**src/rtl/core/tlsrd_pkg.sv**
```systemverilog
// Types and constants shared by the record deframer modules.
package tlsrd_pkg;

  localparam logic [7:0]  HDR_TYPE_BYTE = 8'h17;
  localparam logic [7:0]  HDR_VER_BYTE  = 8'h03;
  localparam logic [15:0] MAX_LEN_RESET = 16'd16384;

  typedef enum logic [1:0] {
    ST_OK       = 2'd0,
    ST_BAD_HDR  = 2'd1,
    ST_TOO_LONG = 2'd2,
    ST_ZERO_LEN = 2'd3
  } status_t;

  typedef enum logic [5:0] {
    PH_TYPE    = 6'b000001,
    PH_VER1    = 6'b000010,
    PH_VER2    = 6'b000100,
    PH_LEN_HI  = 6'b001000,
    PH_LEN_LO  = 6'b010000,
    PH_PAYLOAD = 6'b100000
  } phase_t;

  typedef struct packed {
    logic       valid;
    logic [7:0] data;
    logic       last;
    status_t    status;
  } result_t;

endpackage

```
**src/rtl/core/tlsrd_parser.sv**
```systemverilog
// Header check, length capture and payload count for one byte per cycle while advance is high.
module tlsrd_parser (
  input  logic             clk,
  input  logic             rst,
  input  logic             advance,
  input  logic [7:0]       stream_byte,
  input  logic [15:0]      max_record_len,
  output tlsrd_pkg::result_t result,
  output logic             failed
);
  import tlsrd_pkg::*;

  phase_t      phase, phase_next;
  logic [7:0]  length_high, length_high_next;
  logic [15:0] bytes_remaining, bytes_remaining_next;
  logic        failed_next;
  logic [15:0] len;
  logic [15:0] rem_dec;

  assign len     = {length_high, stream_byte};
  assign rem_dec = bytes_remaining - 16'd1;

  always_comb begin
    phase_next           = phase;
    length_high_next     = length_high;
    bytes_remaining_next = bytes_remaining;
    failed_next          = failed;
    result.valid         = 1'b0;
    result.data          = 8'd0;
    result.last          = 1'b0;
    result.status        = ST_OK;
    if (!failed) begin
      unique case (phase)
        PH_VER1, PH_VER2: begin
          if (stream_byte != HDR_VER_BYTE) begin
            result.valid  = 1'b1;
            result.status = ST_BAD_HDR;
          end else begin
            phase_next = (phase == PH_VER1) ? PH_VER2 : PH_LEN_HI;
          end
        end
        PH_LEN_HI: begin
          length_high_next = stream_byte;
          phase_next       = PH_LEN_LO;
        end
        PH_LEN_LO: begin
          if (len > max_record_len) begin
            result.valid  = 1'b1;
            result.status = ST_TOO_LONG;
          end else if (len == 16'd0) begin
            result.valid  = 1'b1;
            result.status = ST_ZERO_LEN;
          end else begin
            bytes_remaining_next = len;
            phase_next           = PH_PAYLOAD;
          end
        end
        PH_PAYLOAD: begin
          bytes_remaining_next = rem_dec;
          result.valid         = 1'b1;
          result.data          = stream_byte;
          if (rem_dec == 16'd0) begin
            result.last = 1'b1;
            phase_next  = PH_TYPE;
          end
        end
        default: begin
          // unused codes fall back to the first header byte
          if (stream_byte != HDR_TYPE_BYTE) begin
            result.valid  = 1'b1;
            result.status = ST_BAD_HDR;
          end else begin
            phase_next = PH_VER1;
          end
        end
      endcase
      if (result.valid && result.status != ST_OK) begin
        failed_next          = 1'b1;
        phase_next           = PH_TYPE;
        bytes_remaining_next = 16'd0;
      end
    end
  end

  always_ff @(posedge clk) begin
    if (rst) begin
      phase           <= PH_TYPE;
      length_high     <= 8'd0;
      bytes_remaining <= 16'd0;
      failed          <= 1'b0;
    end else if (advance) begin
      phase           <= phase_next;
      length_high     <= length_high_next;
      bytes_remaining <= bytes_remaining_next;
      failed          <= failed_next;
    end
  end

endmodule

```
**src/rtl/core/tls_record_deframer_core.sv**
```systemverilog
// Top level of the TLS application-data record deframer.
//
// Usage: bytes of the received stream enter on s_axis, one per transfer.
// Each record is a five-byte header (17 03 03, then a big-endian 16-bit
// length) and that many payload bytes. Header bytes give no output; each
// payload byte leaves on m_axis with tlast set on the last byte of its
// record and tuser holding status 0. The first bad header byte, a zero
// length or a length above max_record_len gives one result with data 0
// and a nonzero status, after which every input byte is dropped until reset.
// cfg_wr_en/cfg_wr_data set max_record_len; write it only while idle.
// An input transfer loads the input register; the parsed result, if any, then
// loads the result register, which drives m_axis_tvalid. Throughput: one byte
// per cycle while the receiver does not stall, set by the combinational parse
// step between the two registers.
// Reset (synchronous, rst high) clears both valid bits, the parser state
// and sets max_record_len to 16384. When the receiver stalls, the result
// register holds, the input register fills, and s_axis_tready drops.
module tls_record_deframer_core (
  input  logic        clk,
  input  logic        rst,
  input  logic        s_axis_tvalid,
  output logic        s_axis_tready,
  input  logic [7:0]  s_axis_tdata,   // [7:0] stream_byte
  output logic        m_axis_tvalid,
  input  logic        m_axis_tready,
  output logic [7:0]  m_axis_tdata,   // [7:0] payload_byte
  output logic        m_axis_tlast,   // record_end
  output logic [1:0]  m_axis_tuser,   // [1:0] status
  input  logic        cfg_wr_en,
  input  logic [15:0] cfg_wr_data
);
  import tlsrd_pkg::*;

  logic        in_valid;
  logic [7:0]  in_byte;
  logic [15:0] max_record_len;
  logic        out_free;
  logic        move;
  logic        out_load;
  logic        failed;
  result_t     res;

  assign out_free      = !m_axis_tvalid || m_axis_tready;
  assign move          = in_valid && out_free;
  assign out_load      = move && res.valid;
  assign s_axis_tready = !in_valid || move;

  always_ff @(posedge clk) begin
    if (rst) begin
      max_record_len <= MAX_LEN_RESET;
    end else if (cfg_wr_en) begin
      max_record_len <= cfg_wr_data;
    end
  end

  always_ff @(posedge clk) begin
    if (rst) begin
      in_valid <= 1'b0;
    end else if (s_axis_tready) begin
      in_valid <= s_axis_tvalid;
    end
  end

  always_ff @(posedge clk) begin
    if (s_axis_tready && s_axis_tvalid) begin
      in_byte <= s_axis_tdata;
    end
  end

  tlsrd_parser u_parser (
    .clk            (clk),
    .rst            (rst),
    .advance        (move),
    .stream_byte    (in_byte),
    .max_record_len (max_record_len),
    .result         (res),
    .failed         (failed)
  );

  // hold the result until the receiver takes the transfer
  always_ff @(posedge clk) begin
    if (rst) begin
      m_axis_tvalid <= 1'b0;
    end else if (out_free) begin
      m_axis_tvalid <= out_load;
    end
  end

  always_ff @(posedge clk) begin
    if (out_load) begin
      m_axis_tdata <= res.data;
      m_axis_tlast <= res.last;
      m_axis_tuser <= res.status;
    end
  end

`ifndef SYNTHESIS
  a_no_result_after_fail: assert property (@(posedge clk) disable iff (rst)
    failed |-> !res.valid)
    else $error("result produced after failure");

  a_error_result_clean: assert property (@(posedge clk) disable iff (rst)
    (m_axis_tvalid && m_axis_tuser != ST_OK) |-> (m_axis_tdata == 8'd0 && !m_axis_tlast))
    else $error("error result carries data or tlast");

  a_load_shows_valid: assert property (@(posedge clk) disable iff (rst)
    out_load |=> m_axis_tvalid)
    else $error("loaded result not presented");

  a_ready_when_moving: assert property (@(posedge clk) disable iff (rst)
    !s_axis_tready |-> (in_valid && m_axis_tvalid && !m_axis_tready))
    else $error("input stalled without a downstream stall");
`endif

endmodule

```
**config.mk**
```make
export PLATFORM = sky130hd
export DESIGN_NAME = tls_record_deframer_core
export DESIGN_NICKNAME = d
export VERILOG_FILES = /design/src/rtl/core/tlsrd_pkg.sv /design/src/rtl/core/tlsrd_parser.sv /design/src/rtl/core/tls_record_deframer_core.sv
export SDC_FILE = /design/constraint.sdc
export NUM_CORES = 1
export LEC_CHECK = 0
export ABC_AREA = 0
export BUFFER_PORTS_ARGS = -buffer_cell sky130_fd_sc_hd__buf_2
export CAP_MARGIN = 20
export CORE_MARGIN = 4
export CORE_UTILIZATION = 40
export DETAILED_ROUTE_END_ITERATION = 8
export GPL_ROUTABILITY_DRIVEN = 0
export GPL_TIMING_DRIVEN = 0
export HOLD_SLACK_MARGIN = 0.02
export SYNTH_ARGS = -nofsm -noshare
export SYNTH_HDL_FRONTEND = slang
export SYNTH_SLANG_ARGS = --single-unit
```
**constraint.sdc**
```tcl
create_clock -name clk -period 4.55 [get_ports clk]
set_input_delay 0.455 -clock clk [delete_from_list [all_inputs] [get_ports clk]]
set_output_delay 0.455 -clock clk [all_outputs]
set_load 0.05 [all_outputs]
```
== Yosys cells after proc, flatten, opt, wreduce, memory -nomap -nowiden ==
Index checks and enable logic that the tools add are counted.
Operators by class
  $add $sub $neg: 1
  order comparisons: 1
  equality and inequality tests: 12
  multiplexer cells: 29
  bitwise operators: 2
  reductions and logical operators: 18
Operator list (number)
  $mux W16: 3
  $mux W6: 6
  $logic_not A16 Y1: 2
  $pmux W16 S2: 1
  $pmux W6 S4: 1
  $gt A16 B16 Y1: 1
  $sub A16 B1 Y16 const B: 1
  $mux W12: 1
  $mux W1: 10
  $mux W9: 1
  $ne A3 B3 Y1 const B: 3
  $ne A8 B2 Y1 const B: 1
  $ne A8 B5 Y1 const B: 1
  $reduce_and A7 Y1: 1
  $eq A6 B2 Y1 const B: 1
  $eq A6 B3 Y1 const B: 1
  $eq A6 B4 Y1 const B: 1
  $eq A6 B5 Y1 const B: 1
  $eq A6 B6 Y1 const B: 1
  $mux W2: 3
  $ne A6 B6 Y1 const B: 1
  $pmux W2 S3: 1
  $reduce_or A2 Y1: 3
  $reduce_and A5 Y1: 1
  other kinds (10): 16
Storage, ports and cells
  register bits after elaboration: 68
  bits of input ports: 29
  output and inout bits: 13
  logic and storage cells: 74

== Longest topological paths before layout ==
Gate-level depths: netlist (run 1).
  depth in word-level cells: 9
  depth in mapped cells: 11
  depth with buffers taken out: 9

== By module ==
Synthesis (run 1) repeated with hierarchy kept, for this count alone.
Second synthesis, totals
  cells, all modules: 417
  area total of the unflattened synthesis: 3777.4 sq um
Modules (own cells, without submodules)
  tlsrd_parser: instances 1, cells an instance 335, area each 2533.7 sq um, sequential area each 620.6 sq um
  tls_record_deframer_core: instances 1, cells an instance 82, area each 1243.7 sq um, sequential area each 930.9 sq um

== Worst setup path after synthesis (run 1) ==
OpenSTA, ideal clock, no wires.
  path type: register -> register
  start: register max_record_len[15]
  end: register m_axis_tdata[0] (enable)
  setup time: 0.403 ns
  arrival: 2.529 ns
  data required time: 4.147 ns
  setup slack: 1.618 ns
  cell stages (with the launch flop): 9
  path buffers: 0
  clock period less this slack: 2.932 ns
  cells stage by stage: dfxtp_1 inv_1 ha_1 nand4_1 nor2_1 nand4_1 o2111ai_1 nand3_1 a311oi_1
Between the ends
  word-level cells in the longest chain between the ends: 6
Ends and longest elaborated chain
  start, declared: RTL line tls_record_deframer_core.sv:36  | logic [15:0] max_record_len;
  start signal, assigned: RTL line tls_record_deframer_core.sv:52  | max_record_len <= cfg_wr_data;
  $gt A16 B16 Y1: RTL line tlsrd_parser.sv:47  | if (len > max_record_len) begin
  $mux W1: RTL line tlsrd_parser.sv:47
  $pmux W1 S4: RTL line tlsrd_parser.sv:33  | unique case (phase)
  $mux W1: RTL line tlsrd_parser.sv:32  | if (!failed) begin
  $mux W12: RTL line tlsrd_parser.sv:32
  $logic_and A1 B1 Y1: RTL line tls_record_deframer_core.sv:45  | assign out_load = move && res.valid;
  named net out_load: RTL line tls_record_deframer_core.sv:39  | logic out_load;
  end signal, assigned: RTL line tls_record_deframer_core.sv:91  | m_axis_tdata <= res.data;
  end, declared: RTL line tls_record_deframer_core.sv:26  | output logic [7:0] m_axis_tdata,
The timed path passes the listed nets, and every way through them passes these cells. The select of a mux whose other input is x is not followed.
A chain may end at the register's enable or synchronous reset.

== Worst setup path after layout (run 1) ==
  start: register u_parser.bytes_remaining[0]
  end: register u_parser.phase[1]
Between the ends
  word-level cells in the longest chain between the ends: 4
Ends and longest elaborated chain
  start, declared: RTL line tlsrd_parser.sv:15  | logic [15:0] bytes_remaining, bytes_remaining_next;
  start signal, assigned: RTL line tlsrd_parser.sv:94  | bytes_remaining <= bytes_remaining_next;
  $sub A16 B1 Y16: RTL line tlsrd_parser.sv:21  | assign rem_dec = bytes_remaining - 16'd1;
  $logic_not A16 Y1: RTL line tlsrd_parser.sv:62  | if (rem_dec == 16'd0) begin
  $ne A3 B1 Y1 (no source line)
  $reduce_and A7 Y1 (no source line)
  end signal, assigned: RTL line tlsrd_parser.sv:92  | phase <= phase_next;
  end, declared: RTL line tlsrd_parser.sv:13  | phase_t phase, phase_next;
Every way passes these cells.

==> results.sh, run 1 <==
export IMPL_outcome="finished clean"
export IMPL_clk_root_buffer_cell="clkbuf_8"
export IMPL_rsz0062_at_grt="false"
export IMPL_cts_tree="built"
export IMPL_die_area_mm2=0.0106
export IMPL_hold_buffers=0
export IMPL_drive_above_1_share_pct=14.5
export IMPL_yosysTopAreaCellShare_pct=27.1
export IMPL_drt_pass1_iterations=5
export IMPL_r2r_start="u_parser.bytes_remaining[0]"
export IMPL_syn_num_nets=460
export IMPL_path_cells="clkbuf_1, inv_1, ha_1, or4b_1, buf_2, o31a_1, a2111oi_2, nand4_1, a21oi_2, mux2i_1, nor2_1"
export IMPL_portBuffers=40
export IMPL_placed_cells=561
export IMPL_worstPathArrival_ps=3410
export IMPL_ant_nets=0
export IMPL_hpwl_um=6980
export IMPL_dpl_worst_slack_ps=1420
export IMPL_yosysTopAreaCell="dfxtp_1"
export IMPL_cts_setup_buffers=0
export IMPL_min_period_ps=3180
export IMPL_final_hold_violation_count=0
export IMPL_async_flop_share_pct=0
export IMPL_fin_nets=512
export IMPL_synthesis_area_mm2=0.00362
export IMPL_synth_yosys_seq_area_share_pct=42.9
export IMPL_cts_sinks=68
export IMPL_max_stage_delay_ps=450
export IMPL_irDropWorstVdd_mv=0.189
export IMPL_ys_seq_elements=68
export IMPL_io_pins=42
export IMPL_die_w_um=103
export IMPL_crit_path_end_kind="flip-flop"
export IMPL_max_slew_margin_pct=27.9
export IMPL_fmax_mhz=315
export IMPL_drc=0
export IMPL_worstSetupStartpoint="u_parser.bytes_remaining[0]"
export IMPL_synth_area_leaders="dfxtp_1, edfxtp_1, mux2i_1"
export IMPL_yosys_top_cells_count="nor2_1, dfxtp_1, o21ai_0, a21oi_1, mux2i_1"
export IMPL_drtIter0Drc=286
export IMPL_report_final_slew_viol_count=0
export IMPL_grt_pass1_vias=3053
export IMPL_syn2layout_area_growth_pct=15.6
export IMPL_period_share_pct=69.9
export IMPL_cts_clk_slew_worst_paths_ps=80
export IMPL_critical_path_class="flip-flop to flip-flop"
export IMPL_crit_required_ps=4780
export IMPL_syn_area_per_cell_um2=8.76
export IMPL_finalSetupViolCount=0
export IMPL_hp_start="s_axis_tdata[3]"
export IMPL_vias=3224
export IMPL_post_route_util_pct=47.7
export IMPL_grt_max_degree=14
export IMPL_p_leak_nw=1.69
export IMPL_core_area_mm2=0.00876
export IMPL_final_cells=578
export IMPL_die_h_um=103
export IMPL_via_per_inst=5.58
export IMPL_wl_per_cell_um=16.3
export IMPL_finish_instance_area_mm2=0.00418
export IMPL_wl_um=9440
export IMPL_hp_class="input pin to flip-flop"
export IMPL_skew_ps=9.52
export IMPL_place_area_mm2=0.00396
export IMPL_num_rows=34
export IMPL_yosysMostFrequentCell="nor2_1"
export IMPL_finalWorstSetupSlack_ps=1370
export IMPL_cts_buffer_depth=2
export IMPL_synth_edf_count=19
export IMPL_synth_cell_types=53
export IMPL_power_mw=1.31
export IMPL_tightest_slew_ps=1070
export IMPL_final_setup_tns_ps=0
export IMPL_worst_setup_path_start_kind="flip-flop"
export IMPL_grt_usage_pct=19.2
export IMPL_synthFlopType="dfxtp_1"
export IMPL_antenna_found_initial=0
export IMPL_syn_inst=413
export IMPL_drv_cap=0
export IMPL_insertion_delay_ps=360
export IMPL_whs_ps=265
export IMPL_gr_total_overflow=0
export IMPL_ys_warn_count=0
export IMPL_start_util_pct=41.3
export IMPL_numCtsBuffers=9
export IMPL_cts_max_level=3
export IMPL_ctsResizeCount=0
export IMPL_num_antenna_cells=0
export IMPL_grt_pass1_wl_um=15600
export IMPL_cp_max_fo=9
export IMPL_cp_slowest_cell="or4b_1"
export IMPL_powerDensity_mw_per_mm2=314
[routing by layer]
metal	share of wire, %	GRT usage [%]	vias to the layer above
li1	-	-	1606
met1	45	25.6	1488
met2	47	30.9	115
met3	6.9	4.87	15
met4	1.3	5.38	0
met5	0	0	-
[critical path, delay by kind of cell (launching register included)]
| kind | cells | cell delay (ps) |
|---|---|---|
| compound gates | 3 | 930 |
| simple gates | 3 | 750 |
| buf+inv | 3 | 490 |
| flops | 1 | 320 |
| fa+ha+maj | 1 | 310 |
| mux | 1 | 240 |
[flip-flops by register name, summed over array words and instances (netlist names)]
signal                    flops
in_byte                       8
in_valid                      1
m_axis_tdata                  8
m_axis_tlast                  1
m_axis_tuser                  2
m_axis_tvalid                 1
max_record_len               16
u_parser.bytes_remaining     16
u_parser.failed               1
u_parser.length_high          8
u_parser.phase                6
[power breakdown]
| part | total (mW) | switching [mW] | internal [mW] |
|---|---|---|---|
| Clock | 0.539 | 0.249 | 0.289 |
| Combinational | 0.117 | 0.0737 | 0.0434 |
| Sequential | 0.657 | 0.0177 | 0.640 |
[area by class of cell]
cell class | instances | area [um2]
multi-input cells | 301 | 1890
repair buffers | 41 | 205
fillers | 847 | 4580
inverters | 22 | 82.6
flip-flops and latches | 68 | 1550
well taps | 108 | 135
clock inverters | 6 | 68.8
plain buffers | 22 | 100
clock buffers | 10 | 149
[final timing paths]
kind | to | slack (ps) | depth (start not counted)
worst max-delay path | u_parser.phase[1] | 1370 | 11
worst min-delay path | in_byte[3] | 270 | 1
worst max register to register | u_parser.phase[1] | 1370 | 11
worst min register to register | max_record_len[14] | 490 | 2
[placed cells by master, fill, tap and decap left out, drive strengths merged, types with 3 or more instances in the layout]
master and count:
o21bai 3, nand3 11, or2 4, clkinv 4, a21oi 31, nor4 14, o31a 4, dfxtp 49
buf 46, and3 9, clkbuf 27, o21ai 33, edfxtp 19, nor2 59, nand4 9, nand2 18
nor2b 4, nand2b 3, mux2i 25, nor3 15, a21boi 3, inv 23, xor2 3, ha 18
[kinds of logic (layout without fill, tap and decap cells)]
family	Yosys count	count (layout)	synth area share, %
and+or+nand+nor	161	161	22.3
AOI/OAI and AO/OA	93	93	15.7
DFF	68	68	42.9
buffers and inverters	44	101	5.05
muxes	25	25	6.91
adders and majority gates	18	18	6.22
xor gates and xnor gates	4	4	0.968
Power figures use the tool's default switching activity.
==> run 2, diff against run 1 <==
==> constraint.sdc (replaced) <==
create_clock -name clk -period 2.8 [get_ports clk]
set_input_delay 0.28 -clock clk [delete_from_list [all_inputs] [get_ports clk]]
set_output_delay 0.28 -clock clk [all_outputs]
set_load 0.05 [all_outputs]
==> run 2 against run 1 <==
- worst hold slack worse by 170 ps
- critical path type unchanged
- worst setup slack worse by 1200 ps
- via count up 1.5%
- sequential power is 61% higher
==> results.sh, run 2 (same netlist as run 1, synthesis figures left out) <==
export IMPL_cts_sinks=68
export IMPL_mostFrequentLayoutCells="nor2_1, dfxtp_1, buf_2"
export IMPL_hold_buffers=0
export IMPL_final_common_cell="nor2_1"
export IMPL_rr_endpoint="m_axis_tdata[3]"
export IMPL_comb_power_share_pct=10.0
export IMPL_worstSetupPathDepth=9
export IMPL_cts_tree="built"
export IMPL_grt_pass1_wl_um=15700
export IMPL_dpl_worst_slack_ps=-368
export IMPL_wl_per_cell_um=16.5
export IMPL_final_cells=588
export IMPL_cp_max_fo=12
export IMPL_grt_usage_pct=19.3
export IMPL_tightest_slew_ps=997
export IMPL_drc=0
export IMPL_min_period_ps=2670
export IMPL_cts_clk_slew_worst_paths_ps=80
export IMPL_p_clk_share_pct=42.0
export IMPL_seqPwrFrac_pct=48.0
export IMPL_final_setup_tns_ps=0
export IMPL_grt_max_degree=14
export IMPL_placed_cells=561
export IMPL_r2r_start="in_byte[7]"
export IMPL_report_final_slew_viol_count=0
export IMPL_crit_path_end_kind="flip-flop"
export IMPL_cts_buffer_depth=2
export IMPL_p_sw_uw=581
export IMPL_critPathTopFamily="compound AO/OA/AOI/OAI gates"
export IMPL_via_per_inst=5.57
export IMPL_gr_total_overflow=0
export IMPL_syn2layout_area_growth_pct=21.8
export IMPL_crit_end="m_axis_tdata[3]"
export IMPL_max_stage_delay_ps=490
export IMPL_crit_required_ps=2870
export IMPL_rsz0062_at_grt="false"
export IMPL_worstSetupStartpoint="in_byte[7]"
export IMPL_multi_input_area_mm2=0.00199
export IMPL_cts_max_level=3
export IMPL_finish_instance_area_mm2=0.00441
export IMPL_num_antenna_cells=0
export IMPL_path_cells="buf_4, ha_1, nand2_1, nor2_1, nand4_1, o2111ai_4, nand3_1, a311oi_4, buf_12"
export IMPL_io_pins=42
export IMPL_powerDensity_mw_per_mm2=503
export IMPL_irDropWorstVdd_mv=0.297
export IMPL_place_area_mm2=0.00396
export IMPL_worst_path_buf_inv=2
export IMPL_max_slew_margin_pct=33.5
export IMPL_drive_above_1_share_pct=20.8
export IMPL_antenna_found_initial=0
export IMPL_skew_ps=7.85
export IMPL_vias=3273
export IMPL_worst_r2r_setup_slack_ps=130
export IMPL_outcome="finished clean"
export IMPL_portBuffers=40
export IMPL_die_area_mm2=0.0106
export IMPL_final_seq_area_mm2=0.00156
export IMPL_start_util_pct=41.3
export IMPL_p_int_mw=1.64
export IMPL_core_area_mm2=0.00876
export IMPL_p_leak_nw=1.77
export IMPL_numCtsBuffers=9
export IMPL_worst_setup_path_start_kind="flip-flop"
export IMPL_fin_nets=522
export IMPL_num_rows=34
export IMPL_swShare_pct=26.2
export IMPL_top_regs="max_record_len (16), u_parser.bytes_remaining (16)"
export IMPL_worstPathArrival_ps=2750
export IMPL_grt_pass1_vias=3084
export IMPL_period_share_pct=95.5
export IMPL_drv_cap=0
export IMPL_wl_um=9690
export IMPL_clk_root_buffer_cell="clkbuf_8"
export IMPL_hp_class="input pin to flip-flop"
export IMPL_ant_nets=0
export IMPL_final_hold_violation_count=0
export IMPL_drtIter0Drc=253
export IMPL_reg2reg_depth=9
export IMPL_fill_cells=847
export IMPL_hpwl_um=6970
export IMPL_die_h_um=103
export IMPL_finalWorstSetupSlack_ps=127
export IMPL_fmax_mhz=374
export IMPL_critical_path_class="flip-flop to flip-flop"
export IMPL_finalSetupViolCount=0
export IMPL_die_w_um=103
export IMPL_cp_slowest_cell="edfxtp_1"
export IMPL_drt_pass1_iterations=5
export IMPL_insertion_delay_ps=360
==> run 2: worst min path at each step <==
stage | startpoint | end | slack [ps] | depth (start not counted)
3_3_place_gp | s_axis_tdata[2] | in_byte[2] | 460 | 1
4_1_cts | s_axis_tdata[3] | in_byte[3] | 80 | 1
5_1_grt | s_axis_tdata[5] | in_byte[5] | 70 | 1
3_5_place_dp | s_axis_tdata[3] | in_byte[3] | 460 | 1
2_1_floorplan | s_axis_tdata[0] | in_byte[0] | 380 | 0
6_report | s_axis_tdata[1] | in_byte[1] | 90 | 1
==> run 2: timing repair <==
| action | 4_1_cts | 5_1_grt |
|---|---|---|
| endpoints found under the setup margin | 28 | 29 |
| resized for setup | 13 | 17 |
| buffers inserted | 2 | 12 |
| pin swaps | 4 | 1 |
==> run 2: power groups by stage <==
stage	Sequential [mW]	Clock, mW	Combinational [mW]
after floorplan	1.10	0	0.116
after detailed placement	1.09	0	0.189
after global placement	1.09	0	0.186
after CTS	1.07	0.953	0.196
final	1.06	0.931	0.222
after global routing	1.07	0.993	0.246
==> run 2: area by class of cell <==
cell class | count | area share, %
repair buffers | 54 | 7.21
multi-input cells | 301 | 45.1
well taps | 108 | 3.06
inverters | 22 | 1.87
clock inverters | 7 | 2.27
clock buffers | 9 | 2.81
plain buffers | 19 | 2.27
flip-flops and latches | 68 | 35.4
==> run 2: routing by layer <==
layer	global-route usage, %	vias to the layer above	wire length, um	share of wire, %
li1	-	1626	-	-
met1	24.9	1511	4360	45
met2	30.9	119	4510	47
met3	4.67	17	671	6.9
met4	7.67	0	149	1.5
met5	0	-	0	0
==> run 2: per-stage QoR <==
| step | hold WS, ps | utilization, % | power, mW |
|---|---|---|---|
| after floorplan | 379 | - | 1.21 |
| after global placement | 458 | 45.2 | 1.28 |
| after detailed placement | 458 | 45.2 | 1.28 |
| after CTS | 77.5 | 48.5 | 2.22 |
| after global routing | 71.7 | 50.3 | 2.31 |
| final | 92.9 | 50.3 | 2.22 |
==> run 3, diff against run 2 <==
--- a/config.mk
+++ b/config.mk
@@ -5,7 +5,7 @@
 export SDC_FILE = /design/constraint.sdc
 export NUM_CORES = 1
 export LEC_CHECK = 0
-export ABC_AREA = 0
+export ABC_AREA = 1
 export BUFFER_PORTS_ARGS = -buffer_cell sky130_fd_sc_hd__buf_2
 export CAP_MARGIN = 20
 export CORE_MARGIN = 4
==> run 3 against run 2 <==
- combinational power up 120%
- fmax grew 5.2%
- die area up 4.9%
- via count up 3.0%
- count of clock-buffer cells in the layout up 2
- global-route usage is 1.9 points lower
- largest cell class unchanged
==> results.sh, run 3 <==
export IMPL_outcome="finished clean"
export IMPL_max_slew_margin_pct=65.6
export IMPL_tightest_slew_ps=515
export IMPL_wl_um=9120
export IMPL_reg2reg_depth=14
export IMPL_mostFrequentLayoutCells="nand2_1, nor2_1, inv_1"
export IMPL_report_final_slew_viol_count=0
export IMPL_crit_required_ps=2880
export IMPL_worstPathArrival_ps=2620
export IMPL_num_rows=35
export IMPL_cts_clk_slew_worst_paths_ps=80
export IMPL_crit_end="m_axis_tdata[3]"
export IMPL_ant_nets=0
export IMPL_critical_path_class="flip-flop to flip-flop"
export IMPL_die_w_um=106
export IMPL_finalSetupViolCount=0
export IMPL_min_period_ps=2540
export IMPL_portBuffers=41
export IMPL_gr_total_overflow=0
export IMPL_final_setup_tns_ps=0
export IMPL_p_leak_nw=2.13
export IMPL_insertion_delay_ps=340
export IMPL_skew_ps=12.3
export IMPL_clk_root_buffer_cell="clkbuf_8"
export IMPL_vias=3372
export IMPL_synth_cell_types=31
export IMPL_rr_endpoint="m_axis_tdata[3]"
export IMPL_fill_cells=950
export IMPL_die_area_mm2=0.0112
export IMPL_crit_path_end_kind="flip-flop"
export IMPL_ys_warn_count=0
export IMPL_synth_yosys_seq_area_share_pct=40.7
export IMPL_yosysTopAreaCell="dfxtp_1"
export IMPL_antenna_found_initial=0
export IMPL_synth_area_leaders="dfxtp_1, edfxtp_1, nand2_1"
export IMPL_hold_depth=1
export IMPL_yosysMostFrequentCell="nand2_1"
export IMPL_fmax_mhz=393
export IMPL_cp_max_fo=11
export IMPL_cts_sinks=68
export IMPL_worst_setup_path_start_kind="flip-flop"
export IMPL_wl_per_cell_um=12.6
export IMPL_ctsResizeCount=0
export IMPL_cts_max_level=3
export IMPL_powerDensity_mw_per_mm2=559
export IMPL_fin_nets=636
export IMPL_cts_setup_buffers=0
export IMPL_drv_cap=0
export IMPL_worst_r2r_setup_slack_ps=260
export IMPL_syn_inst=537
export IMPL_io_pins=42
export IMPL_wl_met1_um=4580
export IMPL_syn2layout_area_growth_pct=15.2
export IMPL_r2r_start="in_byte[6]"
export IMPL_syn_num_nets=584
export IMPL_numCtsBuffers=9
export IMPL_cts_tree="built"
export IMPL_grt_pass1_vias=3295
export IMPL_async_flop_share_pct=0
export IMPL_hpwl_um=7240
export IMPL_yosys_top_cells_count="nand2_1, nor2_1, inv_1, dfxtp_1"
export IMPL_cts_buffer_depth=2
export IMPL_met3_length_um=426
export IMPL_top_regs="max_record_len (16), u_parser.bytes_remaining (16)"
export IMPL_yosysTopAreaCellShare_pct=25.7
export IMPL_ys_seq_elements=68
export IMPL_rsz0062_at_grt="false"
export IMPL_power_mw=2.45
export IMPL_worstSetupStartpoint="in_byte[6]"
export IMPL_routed_top_layer="met4"
export IMPL_drc=0
export IMPL_grt_usage_pct=17.4
export IMPL_synth_edf_count=19
export IMPL_drtIter0Drc=159
export IMPL_grt_max_degree=13
export IMPL_irDropWorstVdd_mv=0.325
export IMPL_period_share_pct=90.8
export IMPL_start_util_pct=41.2
export IMPL_die_h_um=106
export IMPL_synthFlopType="dfxtp_1"
export IMPL_wl_met2_um=3910
export IMPL_num_antenna_cells=0
export IMPL_drt_pass1_iterations=4
export IMPL_core_area_mm2=0.00924
export IMPL_final_hold_violation_count=0
export IMPL_grt_pass1_wl_um=15600
export IMPL_synthesis_area_mm2=0.00381
export IMPL_drive_above_1_share_pct=13.8
export IMPL_via_per_inst=4.66
export IMPL_hold_buffers=0
export IMPL_hp_class="input pin to flip-flop"
export IMPL_final_common_cell="nand2_1"
export IMPL_syn_area_per_cell_um2=7.10
## run 3: critical path, cell delays in order (launching register included)
cell and delay, ps:
edfxtp_1 500, ha_1 330, nand2_1 70, nor2_1 180
nand2_1 80, nand2_1 70, nand2_1 50, nand2_1 140
nand2_1 70, nand2_1 80, nand2_2 60, nand2_4 100
nand2_2 140, o21ai_1 250, inv_2 160
## run 3: area by class of cell
class	count	area (um2)	area share (%)
buffer	14	76.3	1.74
sequential	68	1550	35.3
timing repair buffer	41	205	4.68
inverter	77	289	6.58
tap	129	161	3.68
clock buffer	11	153	3.48
multi-input combinational	378	1890	43.2
clock inverter	5	58.8	1.34
## run 3: stage by stage
stage	util (%)	area [um2]	std cells	hold slack (ps)	setup slack [ps]
after floorplan	-	3810	537	349	545
after global placement	45.2	4180	707	457	170
after detailed placement	45.2	4180	707	458	94.8
after CTS	47.5	4390	723	92.7	81.1
after global routing	47.5	4390	723	91.1	18.8
final	47.5	4390	723	108	258
## run 3: logic make-up (layout without fill, tap and decap cells)
kind of cell               Yosys count  count (layout)  synth area share (%)
AOI/OAI and AO/OA                   85              85                  11.7
and+or+nand+nor                    266             266                  30.0
buffers and inverters               91             148                  9.59
DFF                                 68              68                  40.7
xor gates and xnor gates             9               9                  2.07
adders and majority gates           18              18                  5.91
## run 3: metal layers
metal	vias up	GRT usage, %
li1	1810	-
met1	1474	24.0
met2	67	27.1
met3	21	3.18
met4	0	6.57
met5	-	0
## run 3: power breakdown
part	leakage [nW]	internal [mW]	switching, mW
clock network	0.101	0.466	0.391
registers	0.592	1.07	0.0423
logic	1.44	0.162	0.324
total	2.13	1.70	0.758
## run 3: worst min path at each step
stage                     from          to  slack, ps
2_1_floorplan              rst    in_valid        350
6_report       s_axis_tdata[4]  in_byte[4]        110
3_3_place_gp   s_axis_tdata[1]  in_byte[1]        460
3_5_place_dp   s_axis_tdata[3]  in_byte[3]        460
4_1_cts        s_axis_tdata[4]  in_byte[4]         90
5_1_grt        s_axis_tdata[4]  in_byte[4]         90
